### src/i2cm_pkg.sv
// Shared types and constants for the I2C master register access block.
`timescale 1ns / 1ps
package i2cm_pkg;
    typedef enum logic [18:0] {
        PH_IDLE       = 19'h00001,
        PH_START_A    = 19'h00002,
        PH_START_B    = 19'h00004,
        PH_RS_A       = 19'h00008,
        PH_RS_B       = 19'h00010,
        PH_RS_C       = 19'h00020,
        PH_WBIT_LO    = 19'h00040,
        PH_WBIT_HI    = 19'h00080,
        PH_ACK_LO     = 19'h00100,
        PH_ACK_SETTLE = 19'h00200,
        PH_ACK_POLL   = 19'h00400,
        PH_ACK_HOLD   = 19'h00800,
        PH_RBIT_LO    = 19'h01000,
        PH_RBIT_HI    = 19'h02000,
        PH_MACK_LO    = 19'h04000,
        PH_MACK_HI    = 19'h08000,
        PH_STOP_A     = 19'h10000,
        PH_STOP_B     = 19'h20000,
        PH_STOP_C     = 19'h40000
    } t_phase;

    localparam logic [1:0] OP_WRITE     = 2'd0;
    localparam logic [1:0] OP_READ      = 2'd1;
    localparam logic [1:0] OP_BURST     = 2'd2;
    localparam logic [1:0] OP_BURST_ALT = 2'd3;
    localparam logic       REQ_TICK = 1'b0;
    localparam logic [0:0] CFG_HALF  = 1'b0;
    localparam logic [0:0] CFG_LIMIT = 1'b1;
    localparam logic [7:0] RST_HALF  = 8'd8;
    localparam logic [7:0] RST_LIMIT = 8'd250;

    typedef struct packed {
        logic       req_type;
        logic [1:0] operation;
        logic [7:0] slave_addr;
        logic [7:0] reg_index;
        logic [7:0] write_data;
        logic [7:0] burst_length;
        logic       sda_in;
    } t_item;

    typedef struct packed {
        logic       scl_out;
        logic       sda_release;
        logic       busy_res;
        logic       byte_valid;
        logic [7:0] read_byte;
        logic       last_byte;
        logic       done_res;
        logic       nack_error;
    } t_result;
endpackage

### src/i2cm_front.sv
// Input register stage that captures incoming beats and forwards them to the sequencer.
`timescale 1ns / 1ps
module i2cm_front
    import i2cm_pkg::*;
(
    input  logic  i_clk,
    input  logic  i_rst_n,
    input  logic  i_valid,
    output logic  o_ready,
    input  t_item i_item,
    output logic  o_valid,
    input  logic  i_ready,
    output t_item o_item
);
    logic  r_full;
    t_item r_item;

    assign o_ready = !r_full || i_ready;
    assign o_valid = r_full;
    assign o_item  = r_item;

    always_ff @(posedge i_clk) begin
        if (!i_rst_n) begin
            r_full <= 1'b0;
        end else if (o_ready) begin
            r_full <= i_valid;
        end
        if (o_ready && i_valid) begin
            r_item <= i_item;
        end
    end

`ifndef ASSERT_OFF
    a_hold: assert property (@(posedge i_clk) disable iff (!i_rst_n)
        r_full && !i_ready |=> r_full && $stable(r_item))
        else $error("queued beat lost");
    a_fill: assert property (@(posedge i_clk) disable iff (!i_rst_n)
        i_valid && o_ready |=> r_full)
        else $error("accepted beat not held");
    a_capture: assert property (@(posedge i_clk) disable iff (!i_rst_n)
        i_valid && o_ready |=> r_item == $past(i_item))
        else $error("accepted beat altered");
`endif
endmodule

### src/i2cm_back.sv
// Line sequencer that executes one beat per cycle while its output is taken and registers the result.
`timescale 1ns / 1ps
module i2cm_back
    import i2cm_pkg::*;
(
    input  logic    i_clk,
    input  logic    i_rst_n,
    input  logic    i_cfg_we,
    input  logic    i_cfg_idx,
    input  logic [7:0] i_cfg_data,
    input  logic    i_valid,
    output logic    o_ready,
    input  t_item   i_item,
    output logic    o_valid,
    input  logic    i_ready,
    output t_result o_res
);
    t_phase r_phase, n_phase;
    logic [3:0] r_bit, n_bit;
    logic [7:0] r_shift, n_shift, r_left, n_left, r_timer, n_timer, r_poll, n_poll;
    logic [1:0] r_op, n_op, r_stage, n_stage;
    logic [7:0] r_dev, n_dev, r_reg, n_reg, r_dat, n_dat;
    logic r_abort, n_abort;
    logic [7:0] r_half, r_limit, half, limit, tinc;
    logic r_ovalid;
    t_result r_res, n_res;
    logic scl_c, sda_c, fire;

    function automatic logic [1:0] lev(t_phase p, logic [7:0] s, logic [7:0] l);
        logic c, d;
        c = 1'b1;
        d = 1'b1;
        case (p)
            PH_START_B: d = 1'b0;
            PH_RS_A:    c = 1'b0;
            PH_RS_C:    d = 1'b0;
            PH_WBIT_LO: begin c = 1'b0; d = s[7]; end
            PH_WBIT_HI: d = s[7];
            PH_ACK_LO:  c = 1'b0;
            PH_RBIT_LO: c = 1'b0;
            PH_MACK_LO: begin c = 1'b0; d = (l == 8'd1); end
            PH_MACK_HI: d = (l == 8'd1);
            PH_STOP_A:  begin c = 1'b0; d = 1'b0; end
            PH_STOP_B:  d = 1'b0;
            default:    ;
        endcase
        return {c, d};
    endfunction

    assign o_ready = !r_ovalid || i_ready;
    assign fire    = o_ready && i_valid;
    assign o_valid = r_ovalid;
    assign o_res   = r_res;
    assign half    = (r_half == 8'd0) ? 8'd1 : r_half;
    assign limit   = (r_limit == 8'd0) ? 8'd1 : r_limit;
    assign tinc    = r_timer + 8'd1;
    assign {scl_c, sda_c} = lev(r_phase, r_shift, r_left);

    always_comb begin
        n_phase = r_phase; n_bit = r_bit; n_shift = r_shift; n_left = r_left;
        n_timer = r_timer; n_poll = r_poll; n_op = r_op; n_stage = r_stage;
        n_dev = r_dev; n_reg = r_reg; n_dat = r_dat; n_abort = r_abort;
        n_res = '0;
        if (i_item.req_type != REQ_TICK) begin
            if (r_phase == PH_IDLE) begin
                n_op = i_item.operation; n_dev = i_item.slave_addr;
                n_reg = i_item.reg_index; n_dat = i_item.write_data;
                if (i_item.operation == OP_WRITE) n_left = 8'd0;
                else if (i_item.operation == OP_READ) n_left = 8'd1;
                else n_left = (i_item.burst_length == 8'd0) ? 8'd1 : i_item.burst_length;
                n_stage = 2'd0; n_abort = 1'b0; n_poll = 8'd0; n_bit = 4'd0;
                n_shift = 8'd0; n_phase = PH_START_A; n_timer = 8'd0;
            end
        end else if (r_phase == PH_ACK_POLL) begin
            if (!i_item.sda_in) begin
                n_poll = 8'd0; n_phase = PH_ACK_HOLD; n_timer = 8'd0;
            end else begin
                n_poll = r_poll + 8'd1;
                if (n_poll >= limit) begin
                    n_poll = 8'd0; n_abort = 1'b1; n_phase = PH_STOP_A; n_timer = 8'd0;
                end
            end
        end else if (r_phase != PH_IDLE) begin
            n_timer = tinc;
            if (tinc >= half) begin
                n_timer = 8'd0;
                case (r_phase)
                    PH_START_A: n_phase = PH_START_B;
                    PH_START_B: begin
                        n_shift = r_dev & 8'hfe; n_bit = 4'd0; n_phase = PH_WBIT_LO;
                    end
                    PH_RS_A: n_phase = PH_RS_B;
                    PH_RS_B: n_phase = PH_RS_C;
                    PH_RS_C: begin
                        n_stage = 2'd2; n_shift = r_dev | 8'h01; n_bit = 4'd0;
                        n_phase = PH_WBIT_LO;
                    end
                    PH_WBIT_LO: n_phase = PH_WBIT_HI;
                    PH_WBIT_HI: begin
                        n_shift = {r_shift[6:0], 1'b0};
                        n_bit = r_bit + 4'd1;
                        n_phase = (n_bit >= 4'd8) ? PH_ACK_LO : PH_WBIT_LO;
                    end
                    PH_ACK_LO: n_phase = PH_ACK_SETTLE;
                    PH_ACK_SETTLE: begin n_poll = 8'd0; n_phase = PH_ACK_POLL; end
                    PH_ACK_HOLD: begin
                        if (r_stage == 2'd0) begin
                            n_stage = 2'd1; n_shift = r_reg; n_bit = 4'd0;
                            n_phase = PH_WBIT_LO;
                        end else if (r_stage == 2'd1) begin
                            if (r_op == OP_WRITE) begin
                                n_stage = 2'd2; n_shift = r_dat; n_bit = 4'd0;
                                n_phase = PH_WBIT_LO;
                            end else n_phase = PH_RS_A;
                        end else if (r_op == OP_WRITE) n_phase = PH_STOP_A;
                        else begin n_shift = 8'd0; n_bit = 4'd0; n_phase = PH_RBIT_LO; end
                    end
                    PH_RBIT_LO: n_phase = PH_RBIT_HI;
                    PH_RBIT_HI: begin
                        n_shift = {r_shift[6:0], i_item.sda_in};
                        n_bit = r_bit + 4'd1;
                        if (n_bit >= 4'd8) begin
                            n_res.byte_valid = 1'b1; n_res.read_byte = n_shift;
                            n_res.last_byte = (r_left <= 8'd1);
                            if (r_left == 8'd0) n_left = 8'd1;
                            n_phase = PH_MACK_LO;
                        end else n_phase = PH_RBIT_LO;
                    end
                    PH_MACK_LO: n_phase = PH_MACK_HI;
                    PH_MACK_HI: begin
                        n_left = r_left - 8'd1;
                        if (n_left == 8'd0) n_phase = PH_STOP_A;
                        else begin n_shift = 8'd0; n_bit = 4'd0; n_phase = PH_RBIT_LO; end
                    end
                    PH_STOP_A: n_phase = PH_STOP_B;
                    PH_STOP_B: n_phase = PH_STOP_C;
                    PH_STOP_C: begin
                        n_res.done_res = 1'b1; n_res.nack_error = r_abort;
                        n_abort = 1'b0; n_stage = 2'd0; n_phase = PH_IDLE;
                    end
                    default: n_phase = PH_IDLE;
                endcase
            end
        end
        n_res.scl_out = scl_c;
        n_res.sda_release = sda_c;
        n_res.busy_res = (n_phase != PH_IDLE);
    end

    always_ff @(posedge i_clk) begin
        if (!i_rst_n) begin
            r_phase <= PH_IDLE; r_bit <= '0; r_shift <= '0; r_left <= '0;
            r_timer <= '0; r_poll <= '0; r_op <= '0; r_stage <= '0;
            r_dev <= '0; r_reg <= '0; r_dat <= '0; r_abort <= 1'b0;
            r_half <= RST_HALF; r_limit <= RST_LIMIT; r_ovalid <= 1'b0;
        end else begin
            if (i_cfg_we) begin
                if (i_cfg_idx == CFG_HALF) r_half <= i_cfg_data;
                if (i_cfg_idx == CFG_LIMIT) r_limit <= i_cfg_data;
            end
            if (o_ready) r_ovalid <= i_valid;
            if (fire) begin
                r_phase <= n_phase; r_bit <= n_bit; r_shift <= n_shift;
                r_left <= n_left; r_timer <= n_timer; r_poll <= n_poll;
                r_op <= n_op; r_stage <= n_stage; r_dev <= n_dev; r_reg <= n_reg;
                r_dat <= n_dat; r_abort <= n_abort;
            end
        end
        if (fire) r_res <= n_res;
    end

`ifndef ASSERT_OFF
    a_done_idle: assert property (@(posedge i_clk) disable iff (!i_rst_n)
        r_ovalid && r_res.done_res |-> !r_res.busy_res)
        else $error("done while busy");
    a_err_done: assert property (@(posedge i_clk) disable iff (!i_rst_n)
        r_ovalid && r_res.nack_error |-> r_res.done_res)
        else $error("error without done");
    a_last: assert property (@(posedge i_clk) disable iff (!i_rst_n)
        r_ovalid && r_res.last_byte |-> r_res.byte_valid)
        else $error("last without byte");
`endif
endmodule

### src/i2c_master_register_access.sv
// Top level of the I2C master register access block.
// A beat's result passes through the input register and then the result register.
// Throughput: one beat per cycle; both stages accept while their output is taken.
// Bit timing is set by the half period configuration value, in tick beats per SCL half period.
// Reset (synchronous, active low) returns the sequencer to idle
// and the configuration to half period 8 and ACK poll limit 250.
`timescale 1ns / 1ps
module i2c_master_register_access
    import i2cm_pkg::*;
(
    input  logic       i_clk,
    input  logic       i_rst_n,
    input  logic       i_cfg_we,
    input  logic       i_cfg_idx,
    input  logic [7:0] i_cfg_data,
    input  logic       i_valid,
    output logic       o_ready,
    input  logic       i_req_type,
    input  logic [1:0] i_operation,
    input  logic [7:0] i_slave_addr,
    input  logic [7:0] i_reg_index,
    input  logic [7:0] i_write_data,
    input  logic [7:0] i_burst_length,
    input  logic       i_sda_in,
    output logic       o_valid,
    input  logic       i_ready,
    output logic       o_scl_out,
    output logic       o_sda_release,
    output logic       o_busy_res,
    output logic       o_byte_valid,
    output logic [7:0] o_read_byte,
    output logic       o_last_byte,
    output logic       o_done_res,
    output logic       o_nack_error
);
    t_item   in_item, q_item;
    t_result res;
    logic    q_valid, q_ready;

    assign in_item = '{i_req_type, i_operation, i_slave_addr, i_reg_index,
                       i_write_data, i_burst_length, i_sda_in};

    i2cm_front u_front (
        .i_clk, .i_rst_n, .i_valid, .o_ready, .i_item(in_item),
        .o_valid(q_valid), .i_ready(q_ready), .o_item(q_item)
    );

    i2cm_back u_back (
        .i_clk, .i_rst_n, .i_cfg_we, .i_cfg_idx, .i_cfg_data,
        .i_valid(q_valid), .o_ready(q_ready), .i_item(q_item),
        .o_valid, .i_ready, .o_res(res)
    );

    assign o_scl_out     = res.scl_out;
    assign o_sda_release = res.sda_release;
    assign o_busy_res    = res.busy_res;
    assign o_byte_valid  = res.byte_valid;
    assign o_read_byte   = res.read_byte;
    assign o_last_byte   = res.last_byte;
    assign o_done_res    = res.done_res;
    assign o_nack_error  = res.nack_error;
endmodule
### config.mk
export PLATFORM = sky130hd
export DESIGN_NAME = i2c_master_register_access
export DESIGN_NICKNAME = d
export VERILOG_FILES = /design/src/i2cm_pkg.sv /design/src/i2cm_front.sv /design/src/i2cm_back.sv /design/src/i2c_master_register_access.sv
export SDC_FILE = /design/constraint.sdc
export NUM_CORES = 1
export LEC_CHECK = 0
export BUFFER_PORTS_ARGS = -buffer_cell sky130_fd_sc_hd__buf_2
export CORE_ASPECT_RATIO = 1.2
export CORE_MARGIN = 5
export CORE_UTILIZATION = 55
export CTS_BUF_LIST = sky130_fd_sc_hd__clkbuf_8
export DETAILED_ROUTE_END_ITERATION = 8
export PLACE_DENSITY_LB_ADDON = 0.15
export SYNTH_ARGS = -nofsm -noshare
export SYNTH_HDL_FRONTEND = slang
export SYNTH_SLANG_ARGS = --single-unit
### constraint.sdc
create_clock -name i_clk -period 3.5 [get_ports i_clk]
set_clock_uncertainty 0.15 [all_clocks]
set_input_delay 0.7 -clock i_clk [delete_from_list [all_inputs] [get_ports i_clk]]
set_output_delay 0.7 -clock i_clk [all_outputs]
set_load 0.01 [all_outputs]
# [Yosys cells after proc, flatten, opt, wreduce, memory -nomap -nowiden]
# Cells that the tools add are included.
[word_totals] out_inout_bits=17 memories=0 elab_cells=209 input_bits=50 rom_bits=0 latchBits=0 reg_bits=153 mem_bits_rw=0
[op_classes] addsub=4 shifts=0 div=0 mul=0 order_cmp=4 n_mux=84 bitwise=6 n_eq_ne=36 n_reduce_logical=44
[ops] cell="$pmux 19 s15" n=1
[ops] cell="$mux 8" n=35
[ops] cell="$mux 19" n=9
[ops] cell="$pmux 8 s6" n=1
[ops] cell="$logic_not 8->1" n=5
[ops] cell="$mux 4" n=10
[ops] cell="$ne 19x1->1 const B" n=2
[ops] cell="$mux 17" n=2
[ops] cell="$eq 19x1->1 const B" n=1
[ops] cell="$eq 19x10->1 const B" n=1
[ops] cell="$eq 19x11->1 const B" n=1
[ops] cell="$eq 19x12->1 const B" n=1
[ops] cell="$eq 19x13->1 const B" n=1
[ops] cell="$eq 19x14->1 const B" n=1
[ops] cell="$eq 19x15->1 const B" n=1
[ops] cell="$eq 19x16->1 const B" n=1
[ops] cell="$eq 19x17->1 const B" n=1
[ops] cell="$eq 19x18->1 const B" n=1
[ops] cell="$eq 19x19->1 const B" n=1
[ops] cell="$eq 19x2->1 const B" n=1
[ops] cell="$eq 19x3->1 const B" n=1
[ops] cell="$eq 19x4->1 const B" n=1
[ops] cell="$eq 19x5->1 const B" n=1
[ops] cell="$eq 19x6->1 const B" n=1
[ops] cell="other kinds (50)" n=97

# [Depth between registers and ports, before layout]
[depth] word_depth=10 mapped_depth=15 ltp_nobuf=13

# [By module]
# From an unflattened synthesis, not the netlist that was laid out.
[unflattened] cells_unflattened=879 hier_area_um2=7818.7
[modules_own_cells] mod="i2cm_back" seq_area_each_um2=2452.4 n_inst=1 cells_each=838 area_per_inst_um2=6680.2
[modules_own_cells] mod="i2cm_front" seq_area_each_um2=1101.1 n_inst=1 cells_each=41 area_per_inst_um2=1138.6

# [Least setup slack after synthesis]
# Ideal clock, no wire load.
[synth_timing] kind="register -> register" startpoint="register u_back.r_timer[0]" endpoint="register u_back.r_res (netlist bit u_back.o_res[12]) (data pin)" t_arrival_ns=2.855 slack_ns=0.225 n_path_buf=1 period_less_slack_ns=3.275 stages_incl_launch_ff=14 path_cell_list="dfxtp_1 > and3_1 > and3_1 > nand3_1 > xnor2_1 > ha_1 > nand4_1 > o31a_1 > nor2_1 > buf_2 > o31a_1 > nand2_1 > a2111oi_1 > nand4_1"
[synth_lines] item="start: declaration" line="i2cm_back.sv:20" text="logic [7:0] r_shift, n_shift, r_left, n_left, r_timer, n_timer, r_poll, n_poll;"
[synth_lines] item="start signal: assignment" line="i2cm_back.sv:164" text="r_left <= n_left; r_timer <= n_timer; r_poll <= n_poll;"
[synth_lines] item="end signal: assignment" line="i2cm_back.sv:169" text="if (fire) r_res <= n_res;"
[synth_lines] item="end: declaration" line="i2cm_back.sv:26" text="t_result r_res, n_res;"

==> impl_results.md <==
* Outcome: complete, no violations
* Final setup viols at 0
* Critical Path AT at 3.40 ns
* GR Util All Layers at 24.5%
* Initial antenna violation count at 0
* CP Max Fanout at 5
* Share of cells above drive strength 1 at 18.3%
* Max Freq at 0.299 GHz
* Die area at ~0.017 mm²
* Via count at roughly 7,000
* Synth-to-layout area growth at 15.6%
* Clock Power Share at between 30% and 40%
* Yosys warning count at 0
* Nets at 1,047
* Max-slew headroom at around 50%
* Cell Pwr Density at around 410 mW/mm²
* Hpwl dp at between 15,000 and 20,000 µm
* Setup WS pre-CTS at 0.0218 ns
* Top_reg_cell synth: dfxtp_1
* Drt drc at 0
* WL final at 20,600 µm
* Final hold violation count at 0
* Post-synth EDFFs at 50
* Post-Syn Nets at 960
* Root Driver: clkbuf_8
* Port Buf Inserts at 65
* Cts hold-fix bufs at 0
* Type of element launching the critical path: flop
* Hold Path Class: in -> reg
* H-tree Lvls at 4
* Setup TNS at 0 ns
* RSZ-0062 raised after global routing: yes
* Gr ovfl total at 0
* DRT iter0 DRCs at 582
* Synth top area share at 26.0%
* GR Layer Usage met3 at 4.88%
* Number of CTS-inserted buffers at 17
* Number of flip-flops in the largest register at 35
* Tmin final at 3.35 ns
* # diodes at 0
* Largest net degree at the start of global routing at 50
* Vias per inst at between 6 and 7
* Num rows at 47
* MaxCap Viol Count at 0
* CTS tree: built
* Top post-synthesis cells by area: dfxtp_1 (26%), edfxtp_1 (19%), nand2_1 (6.7%)
* Comb power frac at 10.5%
* Syn_area_per_cell at 8.77 µm²
* Cell taking the most area after synthesis: dfxtp_1
* Die width at 119 µm
* Least-Margin Pin Slew at 0.747 ns
* Sw power at 1.05 mW
* Reg clk slew, reported paths at 0.09 ns
* Clk buf depth at 2
* Global route hottest layer: met2
* VDD IR max at 403 µV
* IO Pins at 67
* Final Max Slew Viols at 0
* Worst setup margin at around 0.15 ns
* Dpl cells at 1,126
* Clk_lat worst skew at 0.46 ns
* Vias in the first global route at 6,959
* Leak at 3.46 nW
* Starting Density at 56.3%
* Syn Inst Count at 888
* Final ANT Viol Nets at 0
* Clock Sinks at 151
* Wirelength per Cell at approximately 18 µm
* Core ar. at ~0.014 mm²
* CP Capture Type: flop
* Seq pwr share at 51.9%
* Crit Path Class: reg -> reg
* Period utilization at between 90% and 100%
* Switch share at 28.5%
* Die Span Y at 140 µm
* CP required at 3.55 ns
* Internal power at 2.63 mW
* Met1 GRT Util at 29.9%
* Seq cells post-synth at roughly 150
* Cell variety after synth at between 70 and 80
* Mapped cell area at a little under 0.008 mm²
* Finished Layout Cells at 1,159
* Fillers at 1,132
* Drt pass-1 iters at 5
* GRT met2 Usage at a little over two fifths
* Final core utilization at between 60% and 70%
* GPL Wtd Cong at slightly above 0.9
* Sequential share of the synthesized area at 45.3%
* First-pass GRT wire length at 33,400 µm
* Ys async rst share at 0%
Yosys cell counts, types with 8 or more instances:
| master | number |
|---|---|
| edfxtp_1 | 50 |
| dfxtp_1 | 101 |
| mux2i_1 | 13 |
| nand3_1 | 22 |
| o211ai_1 | 18 |
| buf_2 | 9 |
| inv_1 | 27 |
| o21ai_0 | 29 |
| and3_1 | 12 |
| nand2b_1 | 10 |
| or3_1 | 11 |
| nor4_1 | 18 |
| ha_1 | 22 |
| clkbuf_1 | 41 |
| a22oi_1 | 11 |
| nor3_1 | 35 |
| nor2b_1 | 9 |
| xor2_1 | 11 |
| and2_1 | 15 |
| a21boi_0 | 21 |
| nand4_1 | 17 |
| nor2_1 | 68 |
| nand2_1 | 139 |
| a21oi_1 | 54 |
| o21ai_1 | 8 |
| xnor2_1 | 9 |
metal layers:
metal / vias to the layer above / part of all wire (%)
li1: 3399 / -
met1: 3268 / 42
met2: 250 / 50
met3: 46 / 5.7
met4: 0 / 2.5
met5: - / 0
logic make-up after synthesis:
logic type      Yosys count  share of synthesized area [%]
compound gates          205                           17.7
xor+xnor                 20                           2.25
fa+ha+maj                22                           3.54
buf+inv                  82                           4.10
flops                   151                           45.3
mux                      14                           1.82
simple gates            394                           25.3
power groups by stage:
stage	Combinational [mW]	Clock (mW)	Sequential, mW
after detailed placement	0.375	0	1.95
after global placement	0.367	0	1.95
final	0.388	1.38	1.91
after floorplan	0.231	0	1.94
after CTS	0.378	1.41	1.91
after global routing	0.426	1.50	1.92
repair_timing:
item	in CTS	in global routing
buffers inserted	0	1
endpoints found under the setup margin	1	31
cloned	0	0
resized for setup	1	12
pin swaps	0	1
final timing paths:
| kind | startpoint | end | slack (ns) | cells past startpoint |
|---|---|---|---|---|
| worst max-delay path | u_back.r_timer[1] | u_back.o_res[12] | 0.15 | 12 |
| worst min-delay path | i_reg_index[6] | u_front.o_item[23] | 0.25 | 1 |
| worst max register to register | u_back.r_timer[1] | u_back.o_res[12] | 0.15 | 12 |
| worst min register to register | u_back.r_dat[5] | u_back.r_dat[5] | 0.31 | 2 |
cell type report:
| type | instances | area (µm²) | share of cell area, % |
|---|---|---|---|
| repair buffers | 121 | 746 | 8.28 |
| well taps | 171 | 214 | 2.38 |
| inverters | 29 | 109 | 1.21 |
| multi-input cells | 655 | 3990 | 44.3 |
| clock buffers | 17 | 234 | 2.60 |
| clock inverters | 15 | 184 | 2.04 |
| flip-flops and latches | 151 | 3520 | 39.2 |
critical path, stage by stage, from the launching register on:
cell,delay [ns]
dfxtp_1,0.37
and3_1,0.18
and3_1,0.19
nand3_1,0.13
xnor2_2,0.17
ha_1,0.31
nand4_1,0.12
o31a_1,0.36
nor2_2,0.32
o31a_1,0.19
nand2_1,0.08
a2111oi_2,0.37
nand4_1,0.14
metrics by stage:
step	hold slack (ns)	power, mW	instance area [µm²]
2_1_floorplan	0.281	2.17	7780
3_3_place_gp	0.289	2.31	8530
3_5_place_dp	0.300	2.32	8530
4_1_cts	0.232	3.69	8950
5_1_grt	0.211	3.85	9000
6_report	0.253	3.68	9000
layout by cell type, fill, tap and decap left out, types with 5 or more instances in the layout:
cell / synthesis / final
nand3b_1: 7 / 7
o211ai_1: 18 / 18
a21boi_0: 21 / 21
buf_4: 0 / 56
a22oi_1: 11 / 11
nor2_1: 68 / 67
nor3_1: 35 / 34
a21oi_1: 54 / 54
edfxtp_1: 50 / 50
xnor2_1: 9 / 8
xor2_1: 11 / 11
or3_1: 11 / 11
or4_1: 6 / 6
o21ai_0: 29 / 28
nand2b_1: 10 / 10
nor2b_1: 9 / 9
a211oi_1: 7 / 6
and2_1: 15 / 15
nand3_1: 22 / 21
ha_1: 22 / 22
clkbuf_8: 0 / 17
inv_1: 27 / 27
and3_1: 12 / 12
nor4_1: 18 / 18
o22ai_1: 5 / 5
mux2i_1: 13 / 13
dfxtp_1: 101 / 100
nand2_1: 139 / 138
o21ai_1: 8 / 9
inv_8: 0 / 5
buf_2: 9 / 65
nand4_1: 17 / 17
(Power assumes the default switching activity.)
